<file path="src/hdl/assert_macros.svh">
// Assertion macros shared by the decoder RTL.
`ifndef ASSERT_MACROS_SVH
`define ASSERT_MACROS_SVH
`ifndef SYNTHESIS
// Checks that the consequent holds whenever the antecedent holds.
`define ASSERT_IMPLIES(lbl, clk, rstn, ante, cons) \
    lbl: assert property (@(posedge clk) disable iff (!(rstn)) (ante) |-> (cons)) \
        else $error("assertion %s failed", "lbl");
// Checks that a condition never occurs outside reset.
`define ASSERT_NEVER(lbl, clk, rstn, cond) \
    lbl: assert property (@(posedge clk) disable iff (!(rstn)) !(cond)) \
        else $error("assertion %s failed", "lbl");
`else
`define ASSERT_IMPLIES(lbl, clk, rstn, ante, cons)
`define ASSERT_NEVER(lbl, clk, rstn, cond)
`endif
`endif

</file>
<file path="src/hdl/b64d_pkg.sv">
// Shared types, constants and the character classifier of the decoder.
package b64d_pkg;

    localparam int QUEUE_DEPTH = 4;

    localparam logic [7:0] CHAR_PAD     = 8'h3D;  // '='
    localparam logic [7:0] CHAR_SPACE   = 8'h20;  // ' '
    localparam logic [7:0] CHAR_NEWLINE = 8'h0A;  // '\n'
    localparam logic [5:0] SEXTET_62    = 6'd62;
    localparam logic [5:0] SEXTET_63    = 6'd63;

    // One classified character as it travels from the front to the back.
    typedef struct packed {
        logic       last;
        logic       kept;    // not padding, space or newline
        logic       valid;   // character belongs to one of the alphabets
        logic [5:0] sextet;
    } b64d_item_t;

    function automatic logic [6:0] sextet_of(input logic [7:0] c);
        logic [6:0] r;
        r = 7'd0;
        if (c >= 8'h41 && c <= 8'h5A) begin
            r = {1'b1, 6'(c - 8'h41)};
        end else if (c >= 8'h61 && c <= 8'h7A) begin
            r = {1'b1, 6'(c - 8'h61 + 8'd26)};
        end else if (c >= 8'h30 && c <= 8'h39) begin
            r = {1'b1, 6'(c - 8'h30 + 8'd52)};
        end else if (c == 8'h2B || c == 8'h2D) begin
            r = {1'b1, SEXTET_62};
        end else if (c == 8'h2F || c == 8'h5F) begin
            r = {1'b1, SEXTET_63};
        end
        return r;
    endfunction

endpackage

</file>
<file path="src/hdl/b64d_front.sv">
// Front end: accepts characters and classifies them for the queue.
module b64d_front
    import b64d_pkg::*;
(
    input  logic       s_tvalid,
    output logic       s_tready,
    input  logic [7:0] s_tdata,    // in_char[7:0]
    input  logic       s_tlast,
    input  logic       q_full,
    output logic       q_push,
    output b64d_item_t q_item
);

    logic [6:0] cls;

    always_comb begin
        cls              = sextet_of(s_tdata);
        q_item.last      = s_tlast;
        q_item.kept      = (s_tdata != CHAR_PAD) && (s_tdata != CHAR_SPACE) &&
                           (s_tdata != CHAR_NEWLINE);
        q_item.valid     = cls[6];
        q_item.sextet    = cls[5:0];
    end

    assign s_tready = !q_full;
    assign q_push   = s_tvalid && !q_full;

endmodule

</file>
<file path="src/hdl/b64d_queue.sv">
// Short queue of classified characters between the front and the back.
module b64d_queue
    import b64d_pkg::*;
(
    input  logic       aclk,
    input  logic       aresetn,
    input  logic       push,
    input  b64d_item_t push_item,
    output logic       full,
    input  logic       pop,
    output logic       not_empty,
    output b64d_item_t head_item
);

    localparam int AW = $clog2(QUEUE_DEPTH);
    localparam int CW = $clog2(QUEUE_DEPTH + 1);

    b64d_item_t    slots_reg [QUEUE_DEPTH];
    logic [AW-1:0] wr_ptr_reg, wr_ptr_next;
    logic [AW-1:0] rd_ptr_reg, rd_ptr_next;
    logic [CW-1:0] fill_reg, fill_next;
    logic          do_push, do_pop;

    assign full      = (fill_reg == CW'(QUEUE_DEPTH));
    assign not_empty = (fill_reg != '0);
    assign head_item = slots_reg[rd_ptr_reg];
    assign do_push   = push && !full;
    assign do_pop    = pop && not_empty;

    always_comb begin
        wr_ptr_next = do_push ? AW'(wr_ptr_reg + 1'b1) : wr_ptr_reg;
        rd_ptr_next = do_pop  ? AW'(rd_ptr_reg + 1'b1) : rd_ptr_reg;
        fill_next   = fill_reg;
        if (do_push && !do_pop) begin
            fill_next = CW'(fill_reg + 1'b1);
        end else if (do_pop && !do_push) begin
            fill_next = CW'(fill_reg - 1'b1);
        end
    end

    always_ff @(posedge aclk) begin
        if (!aresetn) begin
            wr_ptr_reg <= '0;
            rd_ptr_reg <= '0;
            fill_reg   <= '0;
        end else begin
            wr_ptr_reg <= wr_ptr_next;
            rd_ptr_reg <= rd_ptr_next;
            fill_reg   <= fill_next;
        end
    end

    always_ff @(posedge aclk) begin
        if (do_push) begin
            slots_reg[wr_ptr_reg] <= push_item;
        end
    end

endmodule

</file>
<file path="src/hdl/b64d_back.sv">
// Back end: bit window, counters, end-of-string report and output register.
module b64d_back
    import b64d_pkg::*;
#(
    parameter int COUNT_WIDTH = 16
) (
    input  logic        aclk,
    input  logic        aresetn,
    input  logic [15:0] byte_limit,
    input  logic        q_not_empty,
    input  b64d_item_t  q_item,
    output logic        q_pop,
    output logic        m_tvalid,
    input  logic        m_tready,
    output logic [23:0] m_tdata,
    output logic [1:0]  m_tuser,
    output logic        m_tlast
);

    localparam int WIDE = (COUNT_WIDTH > 16) ? COUNT_WIDTH : 16;

    logic [12:0]            window_reg, window_next;
    logic [3:0]             held_reg, held_next;
    logic [COUNT_WIDTH-1:0] emitted_reg, emitted_next;
    logic [COUNT_WIDTH-1:0] chars_reg, chars_next;
    logic [COUNT_WIDTH-1:0] kept_reg, kept_next;

    logic                   out_valid_reg;
    logic [7:0]             out_byte_reg, out_byte_next;
    logic                   byte_valid_reg, byte_valid_next;
    logic                   done_reg;
    logic                   ovf_reg, ovf_next;
    logic [15:0]            count_reg, count_next;

    logic [12:0]            shifted;
    logic [3:0]             held_sum;
    logic [3:0]             held_rem;
    logic [12:0]            rem_mask;
    logic [COUNT_WIDTH+1:0] kept_x3;
    logic [WIDE-1:0]        need_w;
    logic [WIDE-1:0]        emitted_w;
    logic                   produce;

    assign q_pop = q_not_empty && (!out_valid_reg || m_tready);

    always_comb begin
        chars_next = (chars_reg != '1) ? COUNT_WIDTH'(chars_reg + 1'b1) : chars_reg;
        kept_next  = q_item.kept ? chars_next : kept_reg;

        shifted  = {window_reg[6:0], q_item.sextet};
        held_sum = held_reg + 4'd6;
        held_rem = held_sum - 4'd8;
        rem_mask = 13'((13'd1 << held_rem) - 13'd1);

        window_next     = window_reg;
        held_next       = held_reg;
        emitted_next    = emitted_reg;
        byte_valid_next = 1'b0;
        out_byte_next   = 8'd0;
        if (q_item.valid) begin
            window_next = shifted;
            held_next   = held_sum;
            if (held_sum >= 4'd8) begin
                held_next       = held_rem;
                out_byte_next   = 8'(shifted >> held_rem);
                window_next     = shifted & rem_mask;
                byte_valid_next = 1'b1;
                if (emitted_reg != '1) begin
                    emitted_next = COUNT_WIDTH'(emitted_reg + 1'b1);
                end
            end
        end

        // Required length is floor(3 * kept / 4), formed as kept + 2 * kept.
        kept_x3   = {2'b00, kept_next} + {1'b0, kept_next, 1'b0};
        need_w    = WIDE'(kept_x3[COUNT_WIDTH+1:2]);
        emitted_w = WIDE'(emitted_next);

        ovf_next   = 1'b0;
        count_next = 16'd0;
        if (q_item.last) begin
            ovf_next = (byte_limit == 16'd0) || (need_w > WIDE'(byte_limit)) ||
                       (chars_next == '1);
            count_next = (emitted_w > WIDE'(16'hFFFF)) ? 16'hFFFF : emitted_w[15:0];
        end

        produce = byte_valid_next || q_item.last;
    end

    always_ff @(posedge aclk) begin
        if (!aresetn) begin
            window_reg    <= '0;
            held_reg      <= '0;
            emitted_reg   <= '0;
            chars_reg     <= '0;
            kept_reg      <= '0;
            out_valid_reg <= 1'b0;
        end else begin
            if (q_pop) begin
                if (q_item.last) begin
                    window_reg  <= '0;
                    held_reg    <= '0;
                    emitted_reg <= '0;
                    chars_reg   <= '0;
                    kept_reg    <= '0;
                end else begin
                    window_reg  <= window_next;
                    held_reg    <= held_next;
                    emitted_reg <= emitted_next;
                    chars_reg   <= chars_next;
                    kept_reg    <= kept_next;
                end
            end
            if (q_pop && produce) begin
                out_valid_reg <= 1'b1;
            end else if (m_tready) begin
                out_valid_reg <= 1'b0;
            end
        end
    end

    always_ff @(posedge aclk) begin
        if (q_pop && produce) begin
            out_byte_reg   <= out_byte_next;
            byte_valid_reg <= byte_valid_next;
            done_reg       <= q_item.last;
            ovf_reg        <= ovf_next;
            count_reg      <= count_next;
        end
    end

    assign m_tvalid = out_valid_reg;
    assign m_tdata  = {count_reg, out_byte_reg};
    assign m_tuser  = {ovf_reg, byte_valid_reg};
    assign m_tlast  = done_reg;

endmodule

</file>
<file path="src/hdl/base64_stream_decoder_unit.sv">
// Top level of the streaming Base64 / Base64url decoder.
`include "assert_macros.svh"

// Decodes one character per clock cycle while the output register is free or
// being emptied, in both the standard and the URL-safe alphabet; all other
// codes, padding included, are skipped. A byte leaves on m_* each time eight
// bits have gathered, and the character marked by s_tlast yields a report in
// the same transfer: byte count and an overflow flag raised when the byte
// limit is zero, the character count saturates, or floor(3/4 of the characters
// through the last one that is not '=', space or newline) exceeds the limit.
// The classifier feeds a four-entry queue that the bit-window stage drains;
// from input transfer to result a character passes a queue slot and the output register.
// The byte limit is written through cfg_wr_en / cfg_wr_data and resets to 65535.
module base64_stream_decoder_unit
    import b64d_pkg::*;
#(
    parameter int COUNT_WIDTH = 16
) (
    input  logic        aclk,
    input  logic        aresetn,
    input  logic        cfg_wr_en,
    input  logic [15:0] cfg_wr_data,   // byte limit
    input  logic        s_tvalid,
    output logic        s_tready,
    input  logic [7:0]  s_tdata,       // in_char[7:0]
    input  logic        s_tlast,       // last
    output logic        m_tvalid,
    input  logic        m_tready,
    output logic [23:0] m_tdata,       // out_byte[7:0], byte_count[23:8]
    output logic [1:0]  m_tuser,       // byte_valid[0], overflow[1]
    output logic        m_tlast        // done_res
);

    logic [15:0] byte_limit_reg;
    logic        q_full, q_push, q_pop, q_not_empty;
    b64d_item_t  push_item, head_item;

    always_ff @(posedge aclk) begin
        if (!aresetn) begin
            byte_limit_reg <= 16'hFFFF;
        end else if (cfg_wr_en) begin
            byte_limit_reg <= cfg_wr_data;
        end
    end

    b64d_front u_front (
        .s_tvalid (s_tvalid),
        .s_tready (s_tready),
        .s_tdata  (s_tdata),
        .s_tlast  (s_tlast),
        .q_full   (q_full),
        .q_push   (q_push),
        .q_item   (push_item)
    );

    b64d_queue u_queue (
        .aclk      (aclk),
        .aresetn   (aresetn),
        .push      (q_push),
        .push_item (push_item),
        .full      (q_full),
        .pop       (q_pop),
        .not_empty (q_not_empty),
        .head_item (head_item)
    );

    b64d_back #(
        .COUNT_WIDTH (COUNT_WIDTH)
    ) u_back (
        .aclk        (aclk),
        .aresetn     (aresetn),
        .byte_limit  (byte_limit_reg),
        .q_not_empty (q_not_empty),
        .q_item      (head_item),
        .q_pop       (q_pop),
        .m_tvalid    (m_tvalid),
        .m_tready    (m_tready),
        .m_tdata     (m_tdata),
        .m_tuser     (m_tuser),
        .m_tlast     (m_tlast)
    );

    // A result without a byte carries a zero byte field.
    `ASSERT_IMPLIES(a_zero_byte, aclk, aresetn, m_tvalid && !m_tuser[0], m_tdata[7:0] == 8'd0)
    // Only the end-of-string result carries a count or an overflow flag.
    `ASSERT_IMPLIES(a_report_on_last, aclk, aresetn, m_tvalid && !m_tlast, m_tdata[23:8] == 16'd0 && !m_tuser[1])
    // Every result carries a byte, a report, or both.
    `ASSERT_NEVER(a_no_empty_result, aclk, aresetn, m_tvalid && !m_tuser[0] && !m_tlast)

endmodule

</file>
<file path="config.mk">
export PLATFORM = sky130hd
export DESIGN_NAME = base64_stream_decoder_unit
export DESIGN_NICKNAME = d
export VERILOG_FILES = /design/src/hdl/b64d_pkg.sv /design/src/hdl/b64d_front.sv /design/src/hdl/b64d_queue.sv /design/src/hdl/b64d_back.sv /design/src/hdl/base64_stream_decoder_unit.sv
export VERILOG_INCLUDE_DIRS = /design/src /design/src/hdl
export SDC_FILE = /design/constraint.sdc
export NUM_CORES = 1
export LEC_CHECK = 0
export ABC_AREA = 0
export BUFFER_PORTS_ARGS = -buffer_cell sky130_fd_sc_hd__buf_4
export CORE_MARGIN = 2
export CORE_UTILIZATION = 38
export CTS_BUF_LIST = sky130_fd_sc_hd__clkbuf_4 sky130_fd_sc_hd__clkbuf_8
export CTS_CLUSTER_SIZE = 10
export DETAILED_ROUTE_END_ITERATION = 10
export PLACE_DENSITY = 0.51
export SLEW_MARGIN = 40
export SYNTH_ARGS = -nofsm -noshare
export SYNTH_HDL_FRONTEND = slang
export SYNTH_HIERARCHICAL = 1
export SYNTH_SLANG_ARGS = --single-unit
</file>
<file path="constraint.sdc">
create_clock -name aclk -period 6.8 [get_ports aclk]
set_input_delay 1.02 -clock aclk [delete_from_list [all_inputs] [get_ports aclk]]
set_output_delay 1.02 -clock aclk [all_outputs]
set_load 0.05 [all_outputs]
</file>
---- Word level (Yosys, flattened, before mapping) ----
Memory sizes are Yosys's and may differ from the RTL's. A register that Yosys moved wholly into a read port is not among the register bits.
Cells that the tools add are included.
cells by class
  $add $sub $neg .......................... 15
  multipliers ............................. 0
  div/mod/pow operators ................... 0
  order comparisons ....................... 9
  equal/unequal tests ..................... 11
  shift-type cells ........................ 2
  muxes and demuxes ....................... 30
  bitwise gates (word level) .............. 1
  reduce and logical (&&, ||, !) cells .... 29
operators by type and width
  operator                                                        count
  2-to-1 mux 16 bit                                               9
  2-to-1 mux 7 bit                                                8
  adder 16 x 1 -> 16 bit, second input constant                   2
  inequality test 16 bit, second input constant                   2
  == test 8 x 6 -> 1 bit, second input constant                   3
  adder 16 x 17 -> 18 bit                                         1
  == test 16 bit, second input constant                           1
  >= comparator 8 x 7 -> 1 bit, second input constant             2
  greater-than comparator 16 bit                                  1
  greater-than comparator 16 bit, second input constant           1
  less-or-equal comparator 8 x 7 -> 1 bit, second input constant  2
  zero test 16 bit                                                1
  inequality test 8 x 6 -> 1 bit, second input constant           2
  >> shifter 13 x 4 -> 8 bit                                      1
  logical AND 1 bit                                               12
  2-to-1 mux 4 bit                                                3
  subtractor 6 bit, second input constant                         2
  == test 8 x 7 -> 1 bit, second input constant                   1
  >= comparator 8 x 6 -> 1 bit, second input constant             1
  less-or-equal comparator 8 x 6 -> 1 bit, second input constant  1
  inequality test 8 x 4 -> 1 bit, second input constant           1
  bitwise AND 7 bit                                               1
  << shifter 1 x 4 -> 7 bit, first input constant                 1
  subtractor 7 x 1 -> 7 bit, second input constant                1
  other kinds (18)                                                37
word-level totals
  bits in registers ....................... 110
  bits in latches ......................... 0
  memory bits (writable) .................. 36
  bits in read-only memories .............. 0
  input bits .............................. 30
  output and inout port bits .............. 29
  memories kept ........................... 1
memory list
  name               depth  width  read ports  clocked after memory_dff  wr ports  line              RTL
  u_queue.slots_reg  4      9      1           1                         1         b64d_queue.sv:18  b64d_item_t slots_reg [QUEUE_DEPTH];

---- Logic depth before layout (Yosys ltp) ----
  depth in word-level cells ............... 8
  depth in mapped cells ................... 26

---- Modules after synthesis ----
The synthesis kept the hierarchy.
modules (own cells, without submodules)
  module                      times used  cells an instance  area an instance (um^2)  seq. area each (um^2)
  b64d_back                   1           724                6193.4                   1991.9
  b64d_queue                  1           95                 1784.2                   1261.2
  b64d_front                  1           99                 688.2                    0.0
  base64_stream_decoder_unit  1           52                 580.6                    320.3

---- Worst setup path after synthesis ----
Ideal clock, no wire load.
  path type ............................... reg-to-reg
  start ................................... register with a tool-made name
  end ..................................... register u_back.ovf_reg, data pin
  library setup time ...................... 0.259 ns
  data arrival time ....................... 5.362 ns
  path slack .............................. 1.179 ns
  cell stages (with the launch flop) ...... 25
  path buffers ............................ 5
  period minus slack after synthesis ...... 5.621 ns
  path through ............................ dfxtp_1 > clkbuf_1 > mux4_2 > buf_2 > buf_1 > clkbuf_1 > clkbuf_1 > o21ai_0 > o2bb2ai_1 > inv_1 > fa_1 > nor2b_1 > o21ai_0 > nand2b_1 > nand3_1 > o21ai_0 > o22ai_1 > a41oi_1 > nor4_1 > a311o_1 > ha_1 > nand4_1 > or2_2 > o31a_1 > o31a_1
RTL lines
  element               line              RTL
  end signal, assigned  b64d_back.sv:127  ovf_reg <= ovf_next;
  end, declared         b64d_back.sv:32   logic ovf_reg, ovf_next;

---- Worst setup path in the final report ----
  start ................................... register u_back.chars_reg[0]
  end ..................................... register u_back.ovf_reg, data pin
between the ends
  longest elaborated chain between the ends .. 7
  elaborated cells between the ends (all ways) .. 9
  those cells by class .................... 2 x add/sub; 1 x order compare; 2 x eq/ne; 2 x mux; 2 x reduce/logical
RTL lines
  element                                                                  line              RTL
  start, declared                                                          b64d_back.sv:25   logic [COUNT_WIDTH-1:0] chars_reg, chars_next;
  start signal, assigned                                                   b64d_back.sv:110  chars_reg <= chars_next;
  adder 16 x 1 -> 16 bit / inequality test 16 bit (equally long branches)  b64d_back.sv:47   chars_next = (chars_reg != '1) ? COUNT_WIDTH'(chars_reg + 1'b1) : chars_reg;
  2-to-1 mux 16 bit *                                                      b64d_back.sv:47
  2-to-1 mux 16 bit                                                        b64d_back.sv:48   kept_next = q_item.kept ? chars_next : kept_reg;
  adder 16 x 17 -> 18 bit                                                  b64d_back.sv:75   kept_x3 = {2'b00, kept_next} + {1'b0, kept_next, 1'b0};
  greater-than comparator 16 bit                                           b64d_back.sv:82   ovf_next = (byte_limit == 16'd0) || (need_w > WIDE'(byte_limit)) ||
  logical OR 1 bit                                                         b64d_back.sv:82
  logical OR 1 bit *                                                       b64d_back.sv:82
Every way passes the cells marked *; elsewhere a longest branch is shown, timed or not.
A chain may end at the register's enable or synchronous reset.

==> metrics.txt <==
Hold Crit Class=flop to flop; area of the multi-input gates=around 5200 µm²; Worst-path clk slew=0.09 ns; initial drt markers=485; hold buffers post-CTS=0; largest net degree at the start of global routing=68; row count=between 50 and 60; Final period util=between 80% and 90%; vias in the first global route=6835; hpwl dp=approximately 16000 µm; outcome=complete, no violations; synthesized cell area=9250 µm²; via count=a little over 7000; ANT cells=0; Critical Path RT=7.01 ns; Max stage delay on crit path=about 0.63 ns; final wirelength=roughly 22000 µm; M1 GR Usage=between 20 and 30%; worst-skew pair later-pin latency=around 0.45 ns; Core Box Area=24100 µm²; Pleak=4.24 nW; post-route ant nets=0; Primary FF master, synth=dfxtp_1; Port Buf Inserts=58; routed length per instance=around 17 µm; TritonCTS buffer count=17; mean area per synthesized cell=9.53 µm²; die width=around 160 µm; most common cell in the netlist=dfxtp_1; Remaining Overflow, GRT=0; nets=between 1000 and 1500; WP data arrival=6.04 ns; Least-Margin Pin Slew=just over 0.8 ns; number of setup violations in the final report=0; worst path cell trace=ha_1, nand4_2, or4_4, and3_2, o2bb2ai_1, inv_1, fa_1, nor2b_1, o21ai_0, nand2b_1, nand3_1, o21ai_0, o22ai_1, a41oi_1, nor4_1, a311o_1, ha_1, nand4_1, or2_2, o31a_1, o31a_1; sequential cell area=3570 µm²; CP Capture Type=flop; global-route met2 utilization=around a quarter; Pre-Repair DR Iteration Count=5; Final Slew Violations=0; P&R area growth vs syn=10.6%; Setup Crit Path Kind=flop to flop; Synth Register Bits=147; pwr/cell area=roughly 300 nW/µm²; Post-CTS Setup Repair Bufs=0; total power=between 3 and 4 mW; highest-delay cell along the critical path=or4_4; Post-synth EDFFs=63; first-pass GRT wire length=36300 µm; initial antenna violation count=0; max reg flops=36; Slew headroom=45.4%; crit path max fanout=10; H-tree levels=4; delay-heaviest family, CP=compound AO/OA/AOI/OAI gates; peak supply drop=0.000175 V; Initial Util=38.4%; Final Hold Viols=0; distinct cell type count after synthesis=88; nature of the critical path startpoint=flop; DIE AREA=approximately 26000 µm²; Async SR Flop Fraction=0%; die height=160 µm; fmax=0.172 GHz; gr usage total=between 10% and 20%; CTS max path bufs=2; syn nets=around 1100; clk_skew=about 0.013 ns; Fin Setup TNS=0 ns; Max Cap Viol=0; clk sinks=147; Placer Congestion=0.863; share of layout cells above drive strength 1=between 10 and 15%; top post-synthesis cells by area=edfxtp_1 20%, dfxtp_1 18%, ha_1 7.4%, mux4_2 4.1%, nand2_1 3.0%; I/O pin total=59; min Tclk post-route=about 5.8 ns; worst path bufs/invs=1; YS warnings=6; CTS tree=built; busiest grt layer=met2; Synth area leader=edfxtp_1; filler cell count=~2400; Synth Instances=970; root buffer cell=clkbuf_8; register area share after synthesis=roughly 39%; final core occ=a little over two fifths; leading cell types by count after synthesis=84 x dfxtp_1, 74 x nand2_1, 63 x edfxtp_1, 58 x nor2_1, 55 x ha_1; met3 Track Usage GR=approximately 2.4%; top cell type's share of synthesized area=20.5%; RSZ-0062 raised after global routing=false; post-CTS sizing=0; Avg Vias per Cell=5.40; drt drc=0; final hold slack=between 0.5 and 0.6 ns
-- area by class of cell --
class,instances,area share [%]
sequential,147,34.9
multi-input combinational,720,51.0
clock buffer,18,2.36
clock inverter,14,1.22
inverter,42,1.54
tap,324,3.96
timing repair buffer,68,4.99
-- metal layers --
metal,share of wire (%),vias up,routed length (µm)
met1,51,3394,11400
met3,3.3,26,737
met2,44,147,9730
met5,0,-,0
met4,1.7,0,379
li1,-,3626,-
-- worst register-to-register path: stages (launching register included) --
cell	delay [ns]
dfxtp_1	0.51
ha_1	0.26
nand4_2	0.15
or4_4	0.63
and3_2	0.25
o2bb2ai_1	0.31
inv_1	0.12
fa_1	0.47
nor2b_1	0.12
o21ai_0	0.08
nand2b_1	0.14
nand3_1	0.08
o21ai_0	0.22
o22ai_1	0.14
a41oi_1	0.38
nor4_1	0.09
a311o_1	0.34
ha_1	0.30
nand4_1	0.12
or2_2	0.33
o31a_1	0.30
o31a_1	0.26
-- cells in the final DEF, fill, tap and decap left out, types with 11 or more instances in the layout --
cell type and n:
a21o_1 14, a21oi_1 45, a22oi_1 26, a31oi_1 11
a32oi_1 12, and2_1 35, and3_1 28, buf_4 68
clkbuf_8 17, dfxtp_1 84, edfxtp_1 63, ha_1 55
inv_1 41, mux2i_1 22, mux4_2 16, nand2_1 74
nand2b_1 11, nand3_1 27, nand4_1 15, nor2_1 56
nor2b_1 40, nor3_1 15, o21ai_0 44, xnor2_1 18
xor2_1 21
-- final timing paths --
kind / from / endpoint / cells past startpoint / slack [ns]
worst max-delay path: u_back/chars_reg[0] / u_back/ovf_reg / 21 / 0.98
worst max register to register: u_back/chars_reg[0] / u_back/ovf_reg / 21 / 0.98
worst min register to register: u_back/held_reg[3] / u_back/held_reg[3] / 1 / 0.51
worst min-delay path: u_back/held_reg[3] / u_back/held_reg[3] / 1 / 0.51
-- metrics by stage --
step           area, µm²  worst slack [ns]  instances
6_report           10200             0.978       1333
5_1_grt            10200             0.408       1333
4_1_cts            10200             0.990       1333
3_5_place_dp        9860              1.01       1301
3_3_place_gp        9860              1.16       1301
2_1_floorplan       9250              1.18        970
-- report_power, final --
| part | switching, mW | internal, mW |
|---|---|---|
| logic | 0.871 | 0.434 |
| clock network | 0.359 | 0.297 |
| registers | 0.0784 | 1.08 |
| total | 1.31 | 1.81 |
-- cells by family after synthesis --
kind of cell	Yosys count	share of synthesized area, %
other	1	0.0406
adders and majority gates	57	7.88
buffers and inverters	103	5.07
and+or+nand+nor	354	20.6
xor gates and xnor gates	39	3.69
DFF	147	38.6
muxes	41	6.77
AOI/OAI and AO/OA	228	17.3
Power figures use the tool's default switching activity.
